File: src/rtl/phss_pkg.sv
// Shared types and constants of the PES header stream sorter.
`timescale 1ns / 1ps
`default_nettype none

package phss_pkg;

  // Default sizes of the PID table and of the stream numbers.
  localparam int PID_COUNT_DEF    = 8192;
  localparam int NUMBER_WIDTH_DEF = 8;

  // Widths of the fixed descriptor fields.
  localparam int PID_W    = 13;
  localparam int BYTE_W   = 8;
  localparam int CODE_W   = 24;
  localparam int IN_DATA_W  = 72;
  localparam int OUT_DATA_W = 24;

  // PES header constants.
  localparam logic [CODE_W-1:0] START_CODE   = 24'h000001;
  localparam logic [BYTE_W-1:0] SID_AUDIO_LO = 8'hC0;
  localparam logic [BYTE_W-1:0] SID_AUDIO_HI = 8'hDF;
  localparam logic [BYTE_W-1:0] SID_VIDEO_LO = 8'hE0;
  localparam logic [BYTE_W-1:0] SID_VIDEO_HI = 8'hEF;
  localparam logic [BYTE_W-1:0] HDR_MIN      = 8'd6;
  localparam logic [BYTE_W-1:0] SHORT_LIMIT  = 8'd7;
  localparam logic [BYTE_W-1:0] OPT_MIN_SIZE = 8'd9;
  localparam logic [1:0]        OPT_MARK     = 2'b10;

  // Kind of a registered PID.
  typedef enum logic [1:0] {
    KIND_AUDIO = 2'd0,
    KIND_VIDEO = 2'd1,
    KIND_OTHER = 2'd2
  } es_kind_e;

  // Controller states.
  typedef enum logic [1:0] {
    ST_CLEAR,
    ST_IDLE,
    ST_LOOKUP
  } state_e;

  // Commands from the controller to the datapath.
  typedef struct packed {
    logic clr_en;
    logic capture;
    logic commit;
  } ctrl_cmd_t;

  // Status from the datapath to the controller.
  typedef struct packed {
    logic clr_last;
    logic out_busy;
  } ctrl_sts_t;

endpackage

`default_nettype wire

File: src/rtl/phss_ctrl.sv
// Controller: sequences the table clearing pass, descriptor capture and lookup.
`timescale 1ns / 1ps
`default_nettype none

module phss_ctrl (
  input  wire                  clk_i,
  input  wire                  rst_ni,
  input  wire                  in_valid_i,
  output logic                 in_ready_o,
  input  wire phss_pkg::ctrl_sts_t sts_i,
  output phss_pkg::ctrl_cmd_t  cmd_o
);

  phss_pkg::state_e state_q, state_d;

  // Next state.
  always_comb begin
    state_d = state_q;
    unique case (state_q)
      phss_pkg::ST_CLEAR: begin
        if (sts_i.clr_last) begin
          state_d = phss_pkg::ST_IDLE;
        end
      end
      phss_pkg::ST_IDLE: begin
        if (in_valid_i) begin
          state_d = phss_pkg::ST_LOOKUP;
        end
      end
      phss_pkg::ST_LOOKUP: begin
        if (!sts_i.out_busy) begin
          state_d = phss_pkg::ST_IDLE;
        end
      end
      default: state_d = phss_pkg::ST_CLEAR;
    endcase
  end

  always_ff @(posedge clk_i or negedge rst_ni) begin
    if (!rst_ni) begin
      state_q <= phss_pkg::ST_CLEAR;
    end else begin
      state_q <= state_d;
    end
  end

  // Outputs.
  always_comb begin
    in_ready_o    = 1'b0;
    cmd_o.clr_en  = 1'b0;
    cmd_o.capture = 1'b0;
    cmd_o.commit  = 1'b0;
    unique case (state_q)
      phss_pkg::ST_CLEAR: begin
        cmd_o.clr_en = 1'b1;
      end
      phss_pkg::ST_IDLE: begin
        in_ready_o    = 1'b1;
        cmd_o.capture = in_valid_i;
      end
      phss_pkg::ST_LOOKUP: begin
        cmd_o.commit = !sts_i.out_busy;
      end
      default: begin
        cmd_o.clr_en = 1'b0;
      end
    endcase
  end

endmodule

`default_nettype wire
File: config.mk
export PLATFORM = sky130hd
export DESIGN_NAME = phss_ctrl
export DESIGN_NICKNAME = d
export VERILOG_FILES = /design/src/rtl/phss_pkg.sv /design/src/rtl/phss_ctrl.sv
export SDC_FILE = /design/constraint.sdc
export NUM_CORES = 1
export LEC_CHECK = 0
export ABC_AREA = 1
export BUFFER_PORTS_ARGS = -buffer_cell sky130_fd_sc_hd__buf_2
export CORE_AREA = 2 2 39 41
export CTS_BUF_LIST = sky130_fd_sc_hd__clkbuf_16
export DETAILED_ROUTE_END_ITERATION = 6
export DIE_AREA = 0 0 41 43
export PLACE_DENSITY = 0.3
export SETUP_SLACK_MARGIN = 0.3
export SLEW_MARGIN = 5
export SYNTH_ARGS = -nofsm -noshare
export SYNTH_HDL_FRONTEND = slang
export SYNTH_SLANG_ARGS = --single-unit
File: constraint.sdc
create_clock -name clk_i -period 1.25 [get_ports clk_i]
set_clock_uncertainty 0.15 [all_clocks]
set_input_delay 0.375 -clock clk_i [delete_from_list [all_inputs] [get_ports clk_i]]
set_output_delay 0.375 -clock clk_i [all_outputs]
set_load 0.01 [all_outputs]
==> flow_metrics.env, run 1 <==
export IMPL_syn_num_nets=22
export IMPL_ir_drop_v=0.00141
export IMPL_layout_commonest_cell="buf_4"
export IMPL_post_place_ws_ns=-0.0591
export IMPL_rows=14
export IMPL_drcViolationCount=0
export IMPL_reg2reg_depth=6
export IMPL_syn_avg_cell_area_um2=7.14
export IMPL_vias_per_cell=3.35
export IMPL_die_area_mm2=0.00176
export IMPL_timing_final_crit_share_pct=119
export IMPL_core_area_mm2=0.00138
export IMPL_wl_met1_um=157
export IMPL_io_buffers=8
export IMPL_required_ns=0.73
export IMPL_gp_congestion=0.633
export IMPL_die_x_um=41
export IMPL_clk_pin_slew_worst_paths_ns=0.03
export IMPL_fin_hold_ws_ns=0.312
export IMPL_wirelength_um=391
export IMPL_antenna_cells=0
export IMPL_rsz0062_at_grt="true"
export IMPL_tightestPinTransition_ns=0.152
export IMPL_r2r_end="state_q[0]"
export IMPL_die_h_um=43
export IMPL_drt_pass1_iter_count=1
export IMPL_ioPinCount=9
export IMPL_htreeDepth=1
export IMPL_power_total_mw=1.11
export IMPL_topRoutingLayerUsed="met3"
export IMPL_grt_pass1_wl_um=558
export IMPL_cap_violations=0
export IMPL_largest_reg_flops=2
export IMPL_top_register="state_q"
export IMPL_clkLatencyLatePin_ns=0.22
export IMPL_syn_to_final_growth_pct=200
export IMPL_ys_types=11
export IMPL_netlist_area_um2=121
export IMPL_final_cell_mix="buf_4, buf_2"
export IMPL_fin_util_pct=26.3
export IMPL_fmax_mhz=671
export IMPL_violations="setup timing"
export IMPL_overflow=0
export IMPL_drive_gt1_share_pct=75.0
export IMPL_routedWlPerCell_um=7.52
export IMPL_critPathMaxFanout=4
export IMPL_synthCells=17
export IMPL_num_vias=174
export IMPL_ant_nets=0
export IMPL_crit_arrival_ns=0.96
export IMPL_start_kind="register"
export IMPL_path_class="register to primary output"
export IMPL_wl_met2_um=199
export IMPL_setup_slack_ns=-0.240
export IMPL_ys_ff_latch=2
export IMPL_antenna_found_initial=0
export IMPL_grt_pass1_vias=149
export IMPL_endpoint_kind="primary output"
export IMPL_drtIter0Drc=0
export IMPL_finalMaxSlewViolations=0
export IMPL_setup_viol=5
export IMPL_cts_buffers_inserted=3
export IMPL_ys_warn_count=0
export IMPL_routed_wl_met3_um=34
export IMPL_rr_startpoint="state_q[0]"
export IMPL_ys_seq_area_share_pct=41.2
export IMPL_slew_headroom_pct=89.9
export IMPL_p_leak_nw=0.189
export IMPL_grtUsageTotal_pct=5.32
export IMPL_start_util_pct=8.77
export IMPL_place_hpwl_um=275
export IMPL_r2r_slack_ns=-0.01
export IMPL_powerDensity_mw_per_mm2=3050
export IMPL_reg_top3="state_q: 2 flops"
export IMPL_clock_path_buffers=2
export IMPL_nets=42
export IMPL_grt_max_degree=6
export IMPL_finalHoldViolCount=0
export IMPL_cts_sinks=2
export IMPL_tritoncts="yes"
export IMPL_status="finished with violations"
export IMPL_root_buffer="clkbuf_16"
export IMPL_hold_class="input port to async pin"
export IMPL_min_period_ns=1.49
layout make-up:
class,count,area (um^2)
tap,16,20.0
multi-input combinational,10,81.3
timing repair buffer,15,114
sequential,2,51.3
fill,149,1020
clock inverter,1,3.75
clock buffer,3,75.1
inverter,5,18.8
routing by layer:
| layer | track usage [%] | vias to the layer above |
|---|---|---|
| li1 | - | 90 |
| met1 | 6.09 | 78 |
| met2 | 5.94 | 6 |
| met3 | 1.57 | 0 |
| met4 | 8.00 | 0 |
| met5 | 0 | - |
worst max path at each step:
stage | start | end | slack (ns) | cells after the start
6_report | state_q[0] | cmd_o[0] | -0.24 | 2
5_1_grt | state_q[0] | cmd_o[0] | -0.27 | 2
4_1_cts | state_q[1] | cmd_o[2] | -0.25 | 3
3_5_place_dp | sts_i[0] | cmd_o[0] | -0.06 | 3
3_3_place_gp | sts_i[0] | cmd_o[0] | -0.05 | 3
2_1_floorplan | state_q[1] | cmd_o[1] | 0.06 | 3
logic make-up (layout without fill, tap and decap cells):
kind of cell           count (synthesis)  in the layout  share of synthesized area, %
AO/OA/AOI/OAI                          1              1                          4.12
buffers and inverters                  5             24                          15.5
AND/OR/NAND/NOR                        9              9                          39.2
flip-flops                             2              2                          41.2
Yosys cell counts (all sizes together):
master  number  area [um^2]
nor3         1         5.00
o21ai        1         5.00
dfrtp        2         50.1
nand2        3         11.3
nand3        2         15.0
inv          5         18.8
nor2         2         10.0
nand4        1         6.26
stage by stage:
stage,area (um^2),std cells,TNS (ns)
final,364,52,-0.879
after floorplan,143,17,0
after global placement,225,44,-0.0658
after global routing,364,52,-1.06
after detailed placement,225,44,-0.0956
after CTS,334,50,-0.919
power by group:
group	switching, mW	internal, mW	total [mW]
Clock	0.0788	0.412	0.490
Combinational	0.212	0.261	0.473
Sequential	0.0473	0.100	0.148
critical path: stages, from the launching register on:
cell and delay [ns]:
dfrtp_2 0.45, nor3_2 0.15, buf_2 0.14
repair_timing:
item,in CTS,in global routing
endpoints found under the setup margin,5,6
buffers inserted,1,2
hold buffers,1,0
pin swaps,1,0
hold endpoints to repair,2,0
resized for setup,3,3
Note: power is estimated with default switching activity, not from simulation.
==> inputs of run 2 (changes only) <==
- ABC_AREA: 1 -> unset
==> run 2 against run 1 <==
Against the previous run:
- the run still ends with setup timing left
- sequential share of layout area is 0.47 points lower
- sequential power hardly changed
- critical endpoint is now cmd_o[1]
- count of clock-buffer cells in the layout stayed put
- total power is 1.1% higher
- global-route usage is 1.1 points higher
- critical path type unchanged
- final cell count is 5.8% lower
- largest cell class unchanged
- first-iteration DRC count stayed put
==> flow_metrics.env, run 2 <==
export IMPL_gp_congestion=0.541
export IMPL_ys_ff_latch=2
export IMPL_grt_use_met3_pct=4.71
export IMPL_root_buffer="clkbuf_16"
export IMPL_fin_hold_ws_ns=0.323
export IMPL_tns_ns=-1.18
export IMPL_cap_violations=0
export IMPL_ir_drop_v=0.00120
export IMPL_start_kind="register"
export IMPL_status="finished with violations"
export IMPL_grt_use_met2_pct=7.81
export IMPL_die_h_um=43
export IMPL_io_buffers=8
export IMPL_top_register="state_q"
export IMPL_grtUsageTotal_pct=6.42
export IMPL_rsz0062_at_grt="true"
export IMPL_synth_async_sr_flop_share_pct=100
export IMPL_critPathMaxFanout=5
export IMPL_ys_types=9
export IMPL_num_vias=168
export IMPL_max_stage_delay_ns=0.43
export IMPL_antenna_found_initial=0
export IMPL_drive_gt1_share_pct=78.8
export IMPL_tritoncts="yes"
export IMPL_grt_max_degree=6
export IMPL_grt_pass1_vias=152
export IMPL_ioPinCount=9
export IMPL_path_class="register to primary output"
export IMPL_crit_chain="and3b_2 > buf_6"
export IMPL_reg_top3="state_q: 2 flops"
export IMPL_finalHoldViolCount=0
export IMPL_p_leak_nw=0.196
export IMPL_drtIter0Drc=0
export IMPL_setup_slack_ns=-0.274
export IMPL_hold_class="input port to async pin"
export IMPL_rr_startpoint="state_q[0]"
export IMPL_layout_commonest_cell="buf_2"
export IMPL_slew_headroom_pct=86.5
export IMPL_synth_common_cells="dfrtp_1, inv_1, nor2_1"
export IMPL_clkLatencyLatePin_ns=0.22
export IMPL_overflow=0
export IMPL_top_usage_layer="met2"
export IMPL_synth_area_leaders="dfrtp_1, o32ai_2, and2_4, and3b_1, a21o_1"
export IMPL_nets=40
export IMPL_start_util_pct=8.68
export IMPL_routedWlPerCell_um=9.69
export IMPL_die_x_um=41
export IMPL_setup_viol=6
export IMPL_yosysTopAreaCell="dfrtp_1"
export IMPL_largest_reg_flops=2
export IMPL_cp_top_family="flip-flops"
export IMPL_synth_edf_count=0
export IMPL_cts_buffers_inserted=3
export IMPL_synth_main_ff_cell="dfrtp_1"
export IMPL_yosysTopAreaCellShare_pct=41.7
export IMPL_drt_pass1_iter_count=1
export IMPL_met1_usage_pct=7.69
export IMPL_reg2reg_depth=5
export IMPL_core_area_mm2=0.00138
export IMPL_clock_path_buffers=2
export IMPL_netlist_area_um2=120
export IMPL_ys_seq_area_share_pct=41.7
export IMPL_rows=14
export IMPL_cts_sinks=2
export IMPL_ant_nets=0
export IMPL_die_area_mm2=0.00176
export IMPL_syn_avg_cell_area_um2=10.0
export IMPL_ys_warn_count=0
export IMPL_fmax_mhz=656
export IMPL_worstSetupStartpoint="state_q[0]"
export IMPL_fillers=150
export IMPL_finalMaxSlewViolations=0
export IMPL_antenna_cells=0
export IMPL_tightestPinTransition_ns=0.203
export IMPL_powerDensity_mw_per_mm2=2980
export IMPL_drcViolationCount=0
export IMPL_required_ns=0.73
export IMPL_synthCells=12
export IMPL_violations="setup timing"
export IMPL_wirelength_um=475
export IMPL_syn_num_nets=17
export IMPL_syn_to_final_growth_pct=214
export IMPL_fin_util_pct=27.2
export IMPL_htreeDepth=1
export IMPL_min_period_ns=1.52
export IMPL_timing_final_crit_share_pct=122
export IMPL_final_cell_mix="buf_2, buf_6, buf_4, clkbuf_16, nor2_1"
export IMPL_grt_pass1_wl_um=683
export IMPL_clk_pin_slew_worst_paths_ns=0.03
export IMPL_r2r_end="state_q[1]"
export IMPL_slowest_stage="dfrtp_2"
export IMPL_r2r_slack_ns=-0.15
export IMPL_path_buf_inv=1
export IMPL_vias_per_cell=3.43
export IMPL_crit_arrival_ns=1.00
export IMPL_endpoint_kind="primary output"
-- run 2: worst max-delay path by stage --
| stage | to | cells after the start |
|---|---|---|
| after floorplan | cmd_o[1] | 1 |
| after global routing | cmd_o[1] | 2 |
| after CTS | cmd_o[1] | 2 |
| final | cmd_o[1] | 2 |
| after global placement | cmd_o[1] | 3 |
| after detailed placement | cmd_o[1] | 3 |
-- run 2: layout make-up --
cell class | count | area (um^2) | area share [%]
flip-flops and latches | 2 | 51.3 | 13.6
well taps | 16 | 20.0 | 5.32
repair buffers | 18 | 143 | 37.9
inverters | 2 | 7.51 | 1.99
clock buffers | 3 | 75.1 | 19.9
multi-input cells | 8 | 80.1 | 21.3
-- run 2: routing by layer --
layer,wire [um],up-vias
met1,186,74
met2,227,11
met5,0,-
met3,61,0
met4,0,0
li1,-,83
-- run 2: what timing repair did --
action,CTS,global route
gates resized for setup,5,3
endpoints found under the hold margin,2,0
pin swaps,4,3
endpoints found under the setup margin,6,6
hold buffers,1,0
cloned,0,0
setup buffers,4,2
-- run 2: logic make-up (layout without fill, tap and decap cells) --
kind of cell,after synthesis,in the layout,synth area share [%]
buffers and inverters,2,23,6.25
DFF,2,2,41.7
AOI/OAI and AO/OA,2,2,19.8
and+or+nand+nor,6,6,32.3
-- run 2: power by group --
part	switching [mW]	internal [mW]	total (mW)
logic	0.180	0.324	0.504
clock network	0.0665	0.406	0.473
registers	0.0474	0.0995	0.147
total	0.294	0.830	1.12
-- run 2: stage by stage --
stage | setup WS, ns | power, mW | cells | cell area [um^2]
4_1_cts | -0.290 | 1.05 | 47 | 350
5_1_grt | -0.308 | 1.19 | 49 | 377
2_1_floorplan | 0.0692 | 0.285 | 12 | 126
3_5_place_dp | -0.101 | 0.410 | 39 | 209
3_3_place_gp | -0.0986 | 0.410 | 39 | 209
6_report | -0.274 | 1.12 | 49 | 377
==> inputs of run 3 (changes only) <==
- CELL_PAD_IN_SITES_DETAIL_PLACEMENT: unset -> 0
- CELL_PAD_IN_SITES_GLOBAL_PLACEMENT: unset -> 2
- CTS_CLUSTER_DIAMETER: unset -> 30
- PLACE_DENSITY: 0.3 -> 0.43
==> run 3 against run 2 <==
Against the previous run:
- the run still ends with setup timing left
- count of clock-buffer cells in the layout stayed put
- sequential power is essentially flat
- global-route usage decreased by 0.99 points
- register-to-register slack improved by 0.32 ns
- cell area down 17%
- fmax hardly changed
- worst hold slack lost 0.11 ns
- non-clock buffer count is 5 lower
- sequential share of layout area up 2.8 points
- setup slack hardly changed
- final cell count decreased by 10%
- critical path type unchanged
- largest power group is now clock
==> flow_metrics.env, run 3 (synthesis gave the netlist of run 2 again) <==
export IMPL_nets=35
export IMPL_dp_cells=39
export IMPL_tns_ns=-0.995
export IMPL_start_util_pct=8.68
export IMPL_path_class="register to primary output"
export IMPL_cts_sinks=2
export IMPL_worstSetupStartpoint="state_q[0]"
export IMPL_antenna_cells=0
export IMPL_layout_cells_non_filler=44
export IMPL_grt_max_degree=7
export IMPL_root_buffer="clkbuf_16"
export IMPL_min_period_ns=1.52
export IMPL_tritoncts="yes"
export IMPL_crit_arrival_ns=1.00
export IMPL_violations="setup timing"
export IMPL_clk_pin_slew_worst_paths_ns=0.03
export IMPL_syn_to_final_growth_pct=159
export IMPL_die_area_mm2=0.00176
export IMPL_power_total_mw=0.940
export IMPL_fin_hold_ws_ns=0.213
export IMPL_drtIter0Drc=0
export IMPL_cts_buffers_inserted=3
export IMPL_drt_pass1_iter_count=1
export IMPL_reg_top3="state_q: 2 flops"
export IMPL_overflow=0
export IMPL_top_usage_layer="met1"
export IMPL_routedWlPerCell_um=8.25
export IMPL_grt_pass1_vias=154
export IMPL_reg2reg_depth=2
export IMPL_fillers=145
export IMPL_rsz0062_at_grt="true"
export IMPL_grt_use_met2_pct=5.63
export IMPL_finalHoldViolCount=0
export IMPL_met1_usage_pct=7.74
export IMPL_grt_use_met3_pct=1.57
export IMPL_fmax_mhz=656
export IMPL_min_from="in_valid_i"
export IMPL_layout_commonest_cell="buf_2"
export IMPL_rows=14
export IMPL_largest_reg_flops=2
export IMPL_ir_drop_v=0.00130
export IMPL_hold_end="state_q[0]"
export IMPL_setup_slack_ns=-0.274
export IMPL_critPathMaxFanout=6
export IMPL_num_vias=136
export IMPL_hold_class="input port to register"
export IMPL_p_leak_nw=0.163
export IMPL_tightestPinTransition_ns=0.189
export IMPL_r2r_slack_ns=0.17
export IMPL_wirelength_um=363
export IMPL_top_register="state_q"
export IMPL_clock_path_buffers=2
export IMPL_ant_nets=0
export IMPL_gp_congestion=0.614
export IMPL_fin_util_pct=22.5
export IMPL_slew_headroom_pct=87.4
export IMPL_r2r_end="state_q[1]"
export IMPL_crit_chain="and3b_2 > buf_6"
export IMPL_die_h_um=43
export IMPL_required_ns=0.73
export IMPL_start_kind="register"
export IMPL_final_cell_mix="buf_2, buf_4, clkbuf_16"
export IMPL_cap_violations=0
export IMPL_htreeDepth=1
export IMPL_max_stage_delay_ns=0.44
export IMPL_finalMaxSlewViolations=0
export IMPL_io_buffers=8
export IMPL_drcViolationCount=0
export IMPL_grtUsageTotal_pct=5.43
export IMPL_path_buf_inv=1
export IMPL_drive_gt1_share_pct=78.6
export IMPL_hold_depth=2
export IMPL_ioPinCount=9
export IMPL_slowest_stage="dfrtp_2"
export IMPL_status="finished with violations"
export IMPL_setup_viol=4
export IMPL_die_x_um=41
export IMPL_core_area_mm2=0.00138
export IMPL_vias_per_cell=3.09
export IMPL_grt_pass1_wl_um=621
export IMPL_powerDensity_mw_per_mm2=3020
export IMPL_cp_top_family="flip-flops"
export IMPL_antenna_found_initial=0
export IMPL_rr_startpoint="state_q[0]"
export IMPL_endpoint_kind="primary output"
export IMPL_timing_final_crit_share_pct=122
export IMPL_clkLatencyLatePin_ns=0.22
-- run 3: cell type report --
| class | count | area (um^2) | share of cell area [%] |
|---|---|---|---|
| clock buffer | 3 | 75.1 | 24.1 |
| inverter | 2 | 7.51 | 2.41 |
| multi-input combinational | 8 | 71.3 | 22.9 |
| sequential | 2 | 51.3 | 16.5 |
| tap | 16 | 20.0 | 6.43 |
| timing repair buffer | 13 | 86.3 | 27.7 |
-- run 3: per-stage QoR --
step	cell area [um^2]	setup WS, ns
after floorplan	126	0.0692
after CTS	309	-0.275
after global routing	312	-0.306
after detailed placement	209	-0.106
final	312	-0.274
after global placement	209	-0.104
-- run 3: metal layers --
metal	up-vias	share of wire, %
li1	73	-
met4	0	0
met2	8	31
met5	-	0
met1	55	57
met3	0	12
-- run 3: what timing repair did --
item / CTS / global route
gates cloned: 0 / 0
setup buffers: 1 / 0
resized for setup: 2 / 1
hold endpoints to repair: 2 / 0
hold buffers: 1 / 0
setup endpoints to repair: 6 / 6
pin swaps: 1 / 1
-- run 3: report_power, final --
| part | total (mW) | switching (mW) | internal (mW) |
|---|---|---|---|
| registers | 0.147 | 0.0476 | 0.0995 |
| clock network | 0.475 | 0.0681 | 0.407 |
| logic | 0.318 | 0.125 | 0.193 |
| total | 0.940 | 0.241 | 0.699 |
-- run 3: how the worst max path moves through the flow --
stage / slack, ns / endpoint / depth (start not counted)
2_1_floorplan: 0.07 / cmd_o[1] / 1
3_3_place_gp: -0.10 / cmd_o[1] / 3
3_5_place_dp: -0.11 / cmd_o[1] / 3
4_1_cts: -0.27 / cmd_o[1] / 2
5_1_grt: -0.31 / cmd_o[1] / 2
6_report: -0.27 / cmd_o[1] / 2
